### src/sv/qdb_pkg.sv
// shared types and constants of the quadrature decoder and button debounce block
`timescale 1ns / 1ps
`default_nettype none
package qdb_pkg;

  // number of channels (1 to 32); only the first eight have mask and pin bits
  localparam int CHANNELS = 8;
  localparam int ChIdxW   = (CHANNELS > 1) ? $clog2(CHANNELS) : 1;
  localparam int ExtW     = (CHANNELS > 8) ? CHANNELS : 8;

  localparam int ApbAddrW = 4;
  localparam int ApbDataW = 32;

  localparam logic [7:0] ResetReload = 8'd3;
  localparam logic [7:0] ResetPeriod = 8'd75;
  localparam logic [7:0] CountWrap   = 8'hff;

  typedef enum logic [1:0] {
    OP_TICK        = 2'd0,
    OP_READ_COUNT  = 2'd1,
    OP_READ_BUTTON = 2'd2
  } qdb_op_e;

  typedef enum logic [1:0] {
    REG_ROT_MASK      = 2'd0,
    REG_BTN_MASK      = 2'd1,
    REG_RELOAD        = 2'd2,
    REG_SAMPLE_PERIOD = 2'd3
  } qdb_reg_e;

  typedef struct packed {
    logic [1:0] opcode;
    logic [2:0] channel;
    logic [7:0] phase_a_pins;
    logic [7:0] phase_b_pins;
    logic [7:0] button_pins;
    logic       clear_flag;
  } qdb_in_t;

  typedef struct packed {
    logic signed [13:0] detent_count;
    logic               button_pressed;
  } qdb_out_t;

  typedef struct packed {
    logic [7:0] rot_mask;
    logic [7:0] btn_mask;
    logic [7:0] reload;
    logic [7:0] period;
  } qdb_cfg_t;

  typedef struct packed {
    logic       tick;
    logic       sample;
    logic       rot_en;
    logic       btn_en;
    logic       pin_a;
    logic       pin_b;
    logic       pin_btn;
    logic       count_clr;
    logic       flag_clr;
    logic [7:0] reload;
  } qdb_chan_ctrl_t;

endpackage
`default_nettype wire

### src/sv/qdb_if.sv
// valid/ready stream interfaces for input items and result items
`timescale 1ns / 1ps
`default_nettype none
interface qdb_in_if;
  import qdb_pkg::*;
  logic    valid;
  logic    ready;
  qdb_in_t payload;
  modport source (output valid, output payload, input ready);
  modport sink (input valid, input payload, output ready);
endinterface

interface qdb_out_if;
  import qdb_pkg::*;
  logic     valid;
  logic     ready;
  qdb_out_t payload;
  modport source (output valid, output payload, input ready);
  modport sink (input valid, input payload, output ready);
endinterface
`default_nettype wire

### src/sv/qdb_regs.sv
// apb configuration registers
`timescale 1ns / 1ps
`default_nettype none
module qdb_regs (
  input  wire logic                         clk_i,
  input  wire logic                         rst_ni,
  input  wire logic                         psel,
  input  wire logic                         penable,
  input  wire logic                         pwrite,
  input  wire logic [qdb_pkg::ApbAddrW-1:0] paddr,
  input  wire logic [qdb_pkg::ApbDataW-1:0] pwdata,
  output logic      [qdb_pkg::ApbDataW-1:0] prdata,
  output logic                              pready,
  output qdb_pkg::qdb_cfg_t                 cfg_o
);
  import qdb_pkg::*;

  qdb_cfg_t cfg_q, cfg_d;
  qdb_reg_e reg_sel;
  logic     wr_en;
  logic [7:0] rd_val;

  assign reg_sel = qdb_reg_e'(paddr[3:2]);
  assign wr_en   = psel & penable & pwrite;
  assign pready  = 1'b1;

  always_comb begin
    cfg_d = cfg_q;
    if (wr_en) begin
      unique case (reg_sel)
        REG_ROT_MASK:      cfg_d.rot_mask = pwdata[7:0];
        REG_BTN_MASK:      cfg_d.btn_mask = pwdata[7:0];
        REG_RELOAD:        cfg_d.reload   = pwdata[7:0];
        REG_SAMPLE_PERIOD: cfg_d.period   = pwdata[7:0];
      endcase
    end
  end

  always_comb begin
    unique case (reg_sel)
      REG_ROT_MASK:      rd_val = cfg_q.rot_mask;
      REG_BTN_MASK:      rd_val = cfg_q.btn_mask;
      REG_RELOAD:        rd_val = cfg_q.reload;
      REG_SAMPLE_PERIOD: rd_val = cfg_q.period;
    endcase
  end

  assign prdata = ApbDataW'(rd_val);

  always_ff @(posedge clk_i or negedge rst_ni) begin
    if (!rst_ni) begin
      cfg_q.rot_mask <= 8'd0;
      cfg_q.btn_mask <= 8'd0;
      cfg_q.reload   <= ResetReload;
      cfg_q.period   <= ResetPeriod;
    end else begin
      cfg_q <= cfg_d;
    end
  end

  assign cfg_o = cfg_q;

endmodule
`default_nettype wire

### src/sv/qdb_channel.sv
// per-channel encoder step accumulator and button debouncer
`timescale 1ns / 1ps
`default_nettype none
module qdb_channel (
  input  wire logic                    clk_i,
  input  wire logic                    rst_ni,
  input  wire qdb_pkg::qdb_chan_ctrl_t ctrl_i,
  output logic [15:0]                  acc_o,
  output logic                         latch_o
);
  import qdb_pkg::*;

  logic [1:0]  phase_q, phase_d, phase_now, diff;
  logic        primed_q, primed_d;
  logic [15:0] acc_q, acc_d;
  logic        level_q, level_d, level_now;
  logic [7:0]  cnt_q, cnt_d, cnt_dec;
  logic        latch_q, latch_d;

  // (a ? 3 : 0) ^ b
  assign phase_now = {ctrl_i.pin_a, ctrl_i.pin_a ^ ctrl_i.pin_b};
  assign diff      = phase_q - phase_now;
  assign level_now = ~ctrl_i.pin_btn;
  assign cnt_dec   = cnt_q - 8'd1;

  always_comb begin
    phase_d  = phase_q;
    primed_d = primed_q;
    acc_d    = acc_q;
    if (ctrl_i.tick && ctrl_i.rot_en) begin
      if (!primed_q) begin
        phase_d  = phase_now;
        primed_d = 1'b1;
      end else if (diff[0]) begin
        phase_d = phase_now;
        acc_d   = diff[1] ? acc_q + 16'd1 : acc_q - 16'd1;
      end
    end else if (ctrl_i.count_clr) begin
      acc_d = {14'd0, acc_q[1:0]};
    end
  end

  always_comb begin
    level_d = level_q;
    cnt_d   = cnt_q;
    latch_d = latch_q;
    if (ctrl_i.tick && ctrl_i.sample && ctrl_i.btn_en) begin
      if (level_now != level_q) begin
        if (cnt_dec == CountWrap) begin
          cnt_d   = ctrl_i.reload;
          level_d = level_now;
          latch_d = level_now;
        end else begin
          cnt_d = cnt_dec;
        end
      end else begin
        cnt_d = ctrl_i.reload;
      end
    end else if (ctrl_i.flag_clr) begin
      latch_d = 1'b0;
    end
  end

  always_ff @(posedge clk_i or negedge rst_ni) begin
    if (!rst_ni) begin
      phase_q  <= 2'd0;
      primed_q <= 1'b0;
      acc_q    <= 16'd0;
      level_q  <= 1'b0;
      cnt_q    <= 8'd0;
      latch_q  <= 1'b0;
    end else begin
      phase_q  <= phase_d;
      primed_q <= primed_d;
      acc_q    <= acc_d;
      level_q  <= level_d;
      cnt_q    <= cnt_d;
      latch_q  <= latch_d;
    end
  end

  assign acc_o   = acc_q;
  assign latch_o = latch_q;

endmodule
`default_nettype wire

### src/sv/quadrature_decoder_button_debounce.sv
// top level: quadrature decoder and button debounce front end
//
// multi-channel rotary encoder front end. an input transfer with opcode tick
// samples the a/b pins of every channel enabled in rotary_enable_mask and
// steps that channel's 16-bit wrapping accumulator by +1 or -1 on a single
// gray-code move (the first tick after reset only records the phase); every
// button_sample_period-th tick also debounces the active-low buttons enabled
// in button_enable_mask with a reload counter and latches a press flag. a
// count read returns the accumulator shifted right by two (arithmetic) and
// keeps its low two bits; a disabled or absent channel reads zero. a button
// read returns the press flag and clears it when clear_flag is set. ticks
// and opcode 3 give no result transfer; reads give exactly one. the block
// takes one item every cycle unless the output register holds it up: an
// item is captured in the input register and processed against the channel
// state from there, and a read's result is then registered in the output
// register, where it stays valid until the sink takes it. the output
// register only holds up the input side when a read meets a result that the
// sink has not yet taken. configuration is written through the apb port
// (registers at byte offsets 0, 4, 8, 12, pready always high) and should
// change only while the block is idle.
`timescale 1ns / 1ps
`default_nettype none
module quadrature_decoder_button_debounce (
  input  wire logic                         clk_i,
  input  wire logic                         rst_ni,
  input  wire logic                         psel,
  input  wire logic                         penable,
  input  wire logic                         pwrite,
  input  wire logic [qdb_pkg::ApbAddrW-1:0] paddr,
  input  wire logic [qdb_pkg::ApbDataW-1:0] pwdata,
  output logic      [qdb_pkg::ApbDataW-1:0] prdata,
  output logic                              pready,
  qdb_in_if.sink                            in_if,
  qdb_out_if.source                         out_if
);
  import qdb_pkg::*;

  qdb_cfg_t cfg;

  // input register
  logic    in_valid_q, in_valid_d;
  qdb_in_t in_q;

  // result register
  logic     out_valid_q, out_valid_d;
  qdb_out_t out_q, res;

  // prescaler for the button sample period
  logic [7:0] presc_q, presc_d, presc_inc;

  logic is_tick, is_cnt_rd, is_btn_rd, has_res, advance, sample, ch_ok;
  logic [ChIdxW-1:0] ch_idx;
  logic [ExtW-1:0]   rot_en_ext, btn_en_ext, pa_ext, pb_ext, pbtn_ext;
  logic [15:0]       acc_arr [CHANNELS];
  logic [CHANNELS-1:0] latch_vec;

  qdb_regs u_regs (
    .clk_i  (clk_i),
    .rst_ni (rst_ni),
    .psel   (psel),
    .penable(penable),
    .pwrite (pwrite),
    .paddr  (paddr),
    .pwdata (pwdata),
    .prdata (prdata),
    .pready (pready),
    .cfg_o  (cfg)
  );

  // decode of the registered item
  assign is_tick   = in_valid_q && (in_q.opcode == OP_TICK);
  assign is_cnt_rd = in_valid_q && (in_q.opcode == OP_READ_COUNT);
  assign is_btn_rd = in_valid_q && (in_q.opcode == OP_READ_BUTTON);
  assign has_res   = is_cnt_rd || is_btn_rd;

  // the item moves on unless it needs the result register while that is full and not being taken
  assign advance   = in_valid_q && (!has_res || !out_valid_q || out_if.ready);
  assign in_if.ready = !in_valid_q || advance;

  assign in_valid_d = in_if.valid ? 1'b1 : (advance ? 1'b0 : in_valid_q);

  always_ff @(posedge clk_i or negedge rst_ni) begin
    if (!rst_ni) begin
      in_valid_q <= 1'b0;
    end else begin
      in_valid_q <= in_valid_d;
    end
  end

  always_ff @(posedge clk_i) begin
    if (in_if.valid && in_if.ready) begin
      in_q <= in_if.payload;
    end
  end

  // prescaler wraps mod 256 and clears on reaching the period
  assign presc_inc = presc_q + 8'd1;
  always_comb begin
    presc_d = presc_q;
    if (is_tick) begin
      presc_d = (presc_inc == cfg.period) ? 8'd0 : presc_inc;
    end
  end
  assign sample = (presc_d == 8'd0);

  always_ff @(posedge clk_i or negedge rst_ni) begin
    if (!rst_ni) begin
      presc_q <= 8'd0;
    end else begin
      presc_q <= presc_d;
    end
  end

  // channels above 7 see zero mask and pin bits
  assign rot_en_ext = ExtW'(cfg.rot_mask);
  assign btn_en_ext = ExtW'(cfg.btn_mask);
  assign pa_ext     = ExtW'(in_q.phase_a_pins);
  assign pb_ext     = ExtW'(in_q.phase_b_pins);
  assign pbtn_ext   = ExtW'(in_q.button_pins);

  assign ch_ok  = (32'(in_q.channel) < 32'(CHANNELS));
  assign ch_idx = ChIdxW'(in_q.channel);

  for (genvar i = 0; i < CHANNELS; i++) begin : g_chan
    qdb_chan_ctrl_t ctrl;
    logic           sel;

    assign sel = ch_ok && (32'(in_q.channel) == 32'(i));

    assign ctrl.tick      = is_tick;
    assign ctrl.sample    = sample;
    assign ctrl.rot_en    = rot_en_ext[i];
    assign ctrl.btn_en    = btn_en_ext[i];
    assign ctrl.pin_a     = pa_ext[i];
    assign ctrl.pin_b     = pb_ext[i];
    assign ctrl.pin_btn   = pbtn_ext[i];
    assign ctrl.count_clr = advance && is_cnt_rd && sel && rot_en_ext[i];
    assign ctrl.flag_clr  = advance && is_btn_rd && sel && in_q.clear_flag;
    assign ctrl.reload    = cfg.reload;

    qdb_channel u_chan (
      .clk_i  (clk_i),
      .rst_ni (rst_ni),
      .ctrl_i (ctrl),
      .acc_o  (acc_arr[i]),
      .latch_o(latch_vec[i])
    );
  end

  // result of a read: shifted count or latched flag, zero when not applicable
  always_comb begin
    res = '0;
    if (ch_ok) begin
      if (is_cnt_rd && rot_en_ext[ch_idx]) begin
        res.detent_count = acc_arr[ch_idx][15:2];
      end
      if (is_btn_rd) begin
        res.button_pressed = latch_vec[ch_idx];
      end
    end
  end

  always_comb begin
    out_valid_d = out_valid_q;
    if (advance && has_res) begin
      out_valid_d = 1'b1;
    end else if (out_if.ready) begin
      out_valid_d = 1'b0;
    end
  end

  always_ff @(posedge clk_i or negedge rst_ni) begin
    if (!rst_ni) begin
      out_valid_q <= 1'b0;
    end else begin
      out_valid_q <= out_valid_d;
    end
  end

  always_ff @(posedge clk_i) begin
    if (advance && has_res) begin
      out_q <= res;
    end
  end

  assign out_if.valid   = out_valid_q;
  assign out_if.payload = out_q;

endmodule
`default_nettype wire

### src/flat_wrapper.sv
// flat-port wrapper written by rule: the top's interface ports become plain ports
module quadrature_decoder_button_debounce_flat import qdb_pkg::*;
  (clk_i, rst_ni, psel, penable, pwrite, paddr, pwdata, prdata, pready, in_if_valid, in_if_payload, in_if_ready, out_if_valid, out_if_payload, out_if_ready);
  qdb_in_if in_if_i ();
  qdb_out_if out_if_i ();
  input  wire logic clk_i;
  input  wire logic rst_ni;
  input  wire logic psel;
  input  wire logic penable;
  input  wire logic pwrite;
  input  wire logic [qdb_pkg::ApbAddrW-1:0] paddr;
  input  wire logic [qdb_pkg::ApbDataW-1:0] pwdata;
  output logic      [qdb_pkg::ApbDataW-1:0] prdata;
  output logic pready;
  input wire logic [$bits(in_if_i.valid)-1:0] in_if_valid;
  input wire logic [$bits(in_if_i.payload)-1:0] in_if_payload;
  output wire logic [$bits(in_if_i.ready)-1:0] in_if_ready;
  output wire logic [$bits(out_if_i.valid)-1:0] out_if_valid;
  output wire logic [$bits(out_if_i.payload)-1:0] out_if_payload;
  input wire logic [$bits(out_if_i.ready)-1:0] out_if_ready;
  assign in_if_i.valid = in_if_valid;
  assign in_if_i.payload = in_if_payload;
  assign in_if_ready = in_if_i.ready;
  assign out_if_valid = out_if_i.valid;
  assign out_if_payload = out_if_i.payload;
  assign out_if_i.ready = out_if_ready;
  quadrature_decoder_button_debounce u_core (.clk_i(clk_i), .rst_ni(rst_ni), .psel(psel), .penable(penable), .pwrite(pwrite), .paddr(paddr), .pwdata(pwdata), .prdata(prdata), .pready(pready), .in_if(in_if_i), .out_if(out_if_i));
endmodule
### config.mk
export PLATFORM = sky130hd
export DESIGN_NAME = quadrature_decoder_button_debounce_flat
export DESIGN_NICKNAME = d
export VERILOG_FILES = /design/src/sv/qdb_pkg.sv /design/src/sv/qdb_if.sv /design/src/sv/qdb_regs.sv /design/src/sv/qdb_channel.sv /design/src/sv/quadrature_decoder_button_debounce.sv /design/src/flat_wrapper.sv
export SDC_FILE = /design/constraint.sdc
export NUM_CORES = 1
export LEC_CHECK = 0
export BUFFER_PORTS_ARGS = -buffer_cell sky130_fd_sc_hd__buf_2
export CORE_MARGIN = 4
export CORE_UTILIZATION = 60
export CTS_CLUSTER_DIAMETER = 50
export DETAILED_ROUTE_END_ITERATION = 10
export PLACE_DENSITY_LB_ADDON = 0.3
export SYNTH_ARGS = -nofsm -noshare
export SYNTH_HDL_FRONTEND = slang
export SYNTH_SLANG_ARGS = --single-unit
### constraint.sdc
create_clock -name clk_i -period 5.7 [get_ports clk_i]
set_clock_uncertainty 0.05 [all_clocks]
set_input_delay 1.14 -clock clk_i [delete_from_list [all_inputs] [get_ports clk_i]]
set_output_delay 1.14 -clock clk_i [all_outputs]
set_load 0.01 [all_outputs]
# Yosys cells after proc, flatten, opt, wreduce, memory -nomap -nowiden
# Cells that the tools add are included.
# Widths: inputs -> output; s select.
classes:
  bitwise_logic: 19
  eq_ne: 69
  addsub: 33
  muxes: 118
  n_div: 0
  reduce_logical: 131
  mul: 0
  order_cmp: 2
  shift: 0
ops:
  columns: ["op", "n"]
  rows:
  - ["$mux 16", 42]
  - ["$mux 8", 18]
  - ["$add 16x1->16 const B", 8]
  - ["$sub 16x1->16 const B", 8]
  - ["$reduce_and 3->1", 32]
  - ["$eq 8x8->1 const B", 8]
  - ["$sub 8x1->8 const B", 8]
  - ["$logic_and 1x1->1", 58]
  - ["$bmux 16 s3", 1]
  - ["$ne 2x2->1 const B", 24]
  - ["$mux 1", 38]
  - ["$reduce_bool 2->1", 18]
  - ["$mux 2", 16]
  - ["$ne 2x1->1 const B", 16]
  - ["$pmux 8 s4", 1]
  - ["$reduce_and 2->1", 12]
  - ["$sub 2x2->2", 8]
  - ["$eq 3x3->1 const B", 4]
  - ["$add 8x1->8 const B", 1]
  - ["$eq 8x8->1", 1]
  - ["$logic_not 8->1", 1]
  - ["$ne 1x1->1", 8]
  - ["$not 1->1", 8]
  - ["$xor 1x1->1", 8]
  - ["other kinds (13)", 25]
totals:
  latch_bits: 0
  out_inout_bits: 50
  mem_bits_rw: 0
  ff_bits: 319
  romBits: 0
  memories: 0
  word_cells: 443

# Logic depth before layout (Yosys ltp)
logic_depth:
  ltp_word: 12
  ltp_mapped: 13
  ltp_nobuf: 13

# By module
# Synthesis repeated with hierarchy kept, for this count alone.
hier_totals:
  hier_cells: 2539
  hier_area_um2: 22605.4
modules_own_cells:
  columns: ["mod", "instances", "cells_per_inst", "area_per_inst_um2"]
  rows:
  - ["qdb_channel at u_core.g_chan[0].u_chan ...", 5, 267, 2163.3]
  - ["quadrature_decoder_button_debounce", 1, 277, 3474.6]
  - ["qdb_channel at u_core.g_chan[7].u_chan", 1, 299, 2388.5]
  - ["qdb_channel at u_core.g_chan[5].u_chan", 1, 264, 2165.8]
  - ["qdb_channel at u_core.g_chan[6].u_chan", 1, 257, 2127.0]
  - ["qdb_regs", 1, 107, 1632.8]

# Least setup slack after synthesis
# OpenSTA, ideal clock, no wires.
synth_timing:
  kind: "register to register"
  from: "reg u_core.in_q, in the netlist u_core.pa_ext[6]"
  to: "reg u_core.g_chan[6].u_chan.acc_q[15]"
  period_less_slack_ns: 4.407
  arrival_ns: 4.230
  stages_incl_launch_ff: 14
  setup_time_ns: 0.128
  required_ns: 5.522
  path_slack_ns: 1.293
  path_cell_list: "edfxtp_1 -> xor2_1 -> ha_1 -> xor2_1 -> xnor2_1 -> ha_1 -> a211o_1 -> a2111oi_0 -> nor3_1 -> o21a_1 -> o221ai_1 -> nor2_1 -> a311oi_1 -> a21oi_1"
synth_via:
  elab_chain_len: 6
  word_cells_on_any_way: 8
  cone_classes: "add/sub: 1; eq/ne: 1; mux: 4; bitwise: 1; reduce/logical: 1"
synth_lines:
  columns: ["element", "line_no", "source"]
  rows:
  - ["start, declared", "quadrature_decoder_button_debounce.sv:42", "qdb_in_t in_q;"]
  - ["start signal, assigned", "quadrature_decoder_button_debounce.sv:92", "in_q <= in_if.payload;"]
  - ["$xor 1x1->1 (*)", "qdb_channel.sv:21", "assign phase_now = {ctrl_i.pin_a, ctrl_i.pin_a ^ ctrl_i.pin_b};"]
  - ["via u_core.g_chan[6].u_chan.phase_now[0]", "qdb_channel.sv:13", "logic [1:0] phase_q, phase_d, phase_now, diff;"]
  - ["$sub 2x2->2 (*)", "qdb_channel.sv:22", "assign diff = phase_q - phase_now;"]
  - ["$mux 16", "qdb_channel.sv:36", "acc_d = diff[1] ? acc_q + 16'd1 : acc_q - 16'd1;"]
  - ["$mux 16", "qdb_channel.sv:34", "end else if (diff[0]) begin"]
  - ["$mux 16", "qdb_channel.sv:31", "if (!primed_q) begin"]
  - ["$mux 16", "qdb_channel.sv:30", "if (ctrl_i.tick && ctrl_i.rot_en) begin"]
  - ["end signal, assigned", "qdb_channel.sv:68", "acc_q <= 16'd0;"]
  - ["end signal, assigned", "qdb_channel.sv:75", "acc_q <= acc_d;"]
  - ["end, declared", "qdb_channel.sv:15", "logic [15:0] acc_q, acc_d;"]
# Mark *: on every way through the listed nets, which the timed path passes. The rest lies on a longest branch. The select of a mux whose other input is x is not followed.
# A chain may end at the register's enable or synchronous reset.

# Final worst setup path
# Same ends and word-level chain as after synthesis.

==> metrics.cfg <==
[sta]
drv_slew=0
setup_tns_ns=0
relSlewSlack_pct=14.5
final_hold_viol_count=0
setup_viol=0
fin_crit_sh_pct=75.7
rsz0062_at_grt=false
finalCriticalPeriod_ns=4.32
fmax_ghz=0.232
worstMarginPinSlew_ns=1.28

[route]
wl_per_cell_um=19.0
drc=0
dr.pass1.iters=5
drtAntennaViolNets=0
drt-initial-drc-count=1268
via_count=16760
vias_per_cell=6.35
drt-total-wl_um=50200

[yosys]
avgSynthCellArea_sq_um=9.93
netlist_area_sq_um=20800
ys_ff_latch=319
synth_cell_types=69
ys_warn_count=0
synthArstFlopShare_pct=85.9
ys_seq_area_share_pct=39.5
synthCells=2094
synth_edf_count=45
synthFlopType=dfrtp_1

[finish]
nNetsFinal=2366
fill_cells=2552
final_common_cell=dfrtp_1
diodes=0
final_util_pct=67.7
regArea_sq_um=8220
multi_input_area_sq_um=12000
drive_above_1_share_pct=15.0
area_delta_synth_final_pct=10.3
final_cell_mix=268 x dfrtp_1, 169 x a21oi_1, 147 x nand2_1, 131 x o21ai_0, 129 x ha_1

[critical_path]
endpoint_kind=flip-flop
cp_max_fo=10
critPathSlowestCell=a2111oi_0
critPathMaxStageDelay_ns=0.65
cp_cell_sequence=xor2_1 > ha_1 > xor2_1 > xnor2_2 > ha_1 > a211o_1 > a2111oi_0 > nor3_1 > o21a_1 > o221ai_1 > nor2_1 > a311oi_1 > a21oi_1
crit_buf_inv=0
crit_type=reg -> reg
ff2ff_setup_slack_ns=1.38
cp.required_ns=6.07
arrival_ns=4.69
reg2reg_to=u_core.g_chan[6].u_chan.acc_o[15]
cp_top_family=compound AO/OA/AOI/OAI gates
ff2ff_path_depth=13
r2r-start=u_core.pa_ext[6]
cp-start-kind=flip-flop

[power_and_ir_drop]
irDropWorstVdd_mv=0.341
leakage_nw=10.1
power_density_nw_per_um2=652

[run]
drv_cap=0

[clock_network]
clock_path_buffers=3
cts_buffers=43
cts_tree=yes
clk_latency_ns=0.56
clock_sink_count=319
h-tree-depth=2
ctsResizeCount=0
clk_pin_slew_ns=0.06
root_buffer=clkbuf_16
cts.hold.buffers_added=0
cts_setup_buffers=0

[global_routing]
grt_usage_pct=26.1
grt_max_degree=103
gr-total-overflow=0
grt_pass1_wl_um=82200
grt_pass1_vias=16086
antenna_found_initial=1

[worst_hold_path]
whs_path_depth=1
worstHoldStart=u_core.g_chan[1].u_chan.acc_o[15]
hold_class=reg -> reg
hold_end=u_core.g_chan[1].u_chan.acc_o[15]

[placement]
io_buffers=71
gp_congestion=0.927
dp_hpwl_um=35200

[floorplanning]
initial_utilization_pct=61.4
fp.dieW_um=194
die_h_um=194
rows=67
dieArea_sq_um=37700
coreArea_sq_um=33900
ioPinCount=123

[status]
status=completed

sequential cells by signal (all words and copies together) (netlist names), 15 cells and up:
| register | cells |
|---|---|
| u_core.out_if.payload | 15 |
| u_core.g_chan.u_chan.cnt_q | 64 |
| u_core.g_chan.u_chan.phase_q | 16 |
| u_core.u_regs.cfg_o | 32 |
| u_core.g_chan.u_chan.acc_o | 128 |
Yosys cell counts, drive strengths merged (22+ instances only):
cell type	instances	share of area (%)
nor2	111	2.0
dfrtp	268	32
mux2i	27	1.3
xor2	53	2.2
o211ai	37	1.3
o21ai	141	3.4
mux4	40	4.3
a21oi	172	4.2
buf	54	1.6
and3	24	0.72
nand3	85	2.0
xnor2	85	3.6
edfxtp	45	6.5
inv	49	0.88
clkbuf	54	0.97
or2	25	0.75
a22o	81	3.4
a21o	29	1.0
nor3	65	1.6
o21a	22	0.79
mux2	48	2.6
nand2	147	2.7
nand2b	30	0.90
ha	129	7.8
or3	34	1.0
a31oi	30	0.90
per-stage QoR:
| step | worst slack [ns] | hold slack, ns | cell area (sq um) | cells | power, mW |
|---|---|---|---|---|---|
| global route | 1.23 | 0.454 | 22900 | 2639 | 16.2 |
| detailed placement | 1.47 | 0.426 | 21500 | 2559 | 12.2 |
| finish | 1.38 | 0.431 | 22900 | 2639 | 15.0 |
| CTS | 1.43 | 0.435 | 22900 | 2639 | 14.9 |
| floorplan | 1.29 | 0.390 | 20900 | 2117 | 10.4 |
| global placement | 1.58 | 0.414 | 21500 | 2559 | 11.8 |
where the power goes:
group          switching [mW]  leakage [nW]  internal [mW]  total (mW)
logic                    4.57          5.47           3.83        8.40
clock network            1.06         0.680           1.58        2.64
registers               0.867          3.93           3.05        3.92
total                    6.50          10.1           8.46        15.0
worst max path at each step:
stage,from,to,slack [ns],cells after the start
2_1_floorplan,u_core.pa_ext[6],u_core.g_chan[6].u_chan.acc_o[15],1.29,13
3_3_place_gp,u_core.pa_ext[6],u_core.g_chan[6].u_chan.acc_o[15],1.58,13
3_5_place_dp,u_core.pa_ext[6],u_core.g_chan[6].u_chan.acc_o[15],1.47,13
4_1_cts,u_core.pa_ext[6],u_core.g_chan[6].u_chan.acc_o[15],1.43,13
5_1_grt,u_core.pa_ext[6],u_core.g_chan[6].u_chan.acc_o[15],1.23,13
6_report,u_core.pa_ext[6],u_core.g_chan[6].u_chan.acc_o[15],1.38,13
per-layer routing:
metal  wire length [um]  GRT usage [%]
met5                 11              0
met4               1880           8.85
met3               3020           4.62
met2              24000           43.0
met1              21300           35.2
cell families after synthesis:
logic type	count (synthesis)	share of synthesized area, %
xor gates and xnor gates	138	5.85
AOI/OAI and AO/OA	618	19.3
adders and majority gates	137	8.53
buffers and inverters	157	3.48
muxes	115	8.23
and+or+nand+nor	608	15.0
DFF	319	39.5
other	2	0.0361
layout make-up:
type,count,area share (%)
Inverter,49,0.802
Timing Repair Buffer,102,2.66
Sequential cell,319,35.8
Clock buffer,57,5.19
Tap cell,448,2.44
Clock inverter,23,0.944
Multi-Input combinational cell,1641,52.1
Note: power is estimated with default switching activity, not from simulation.
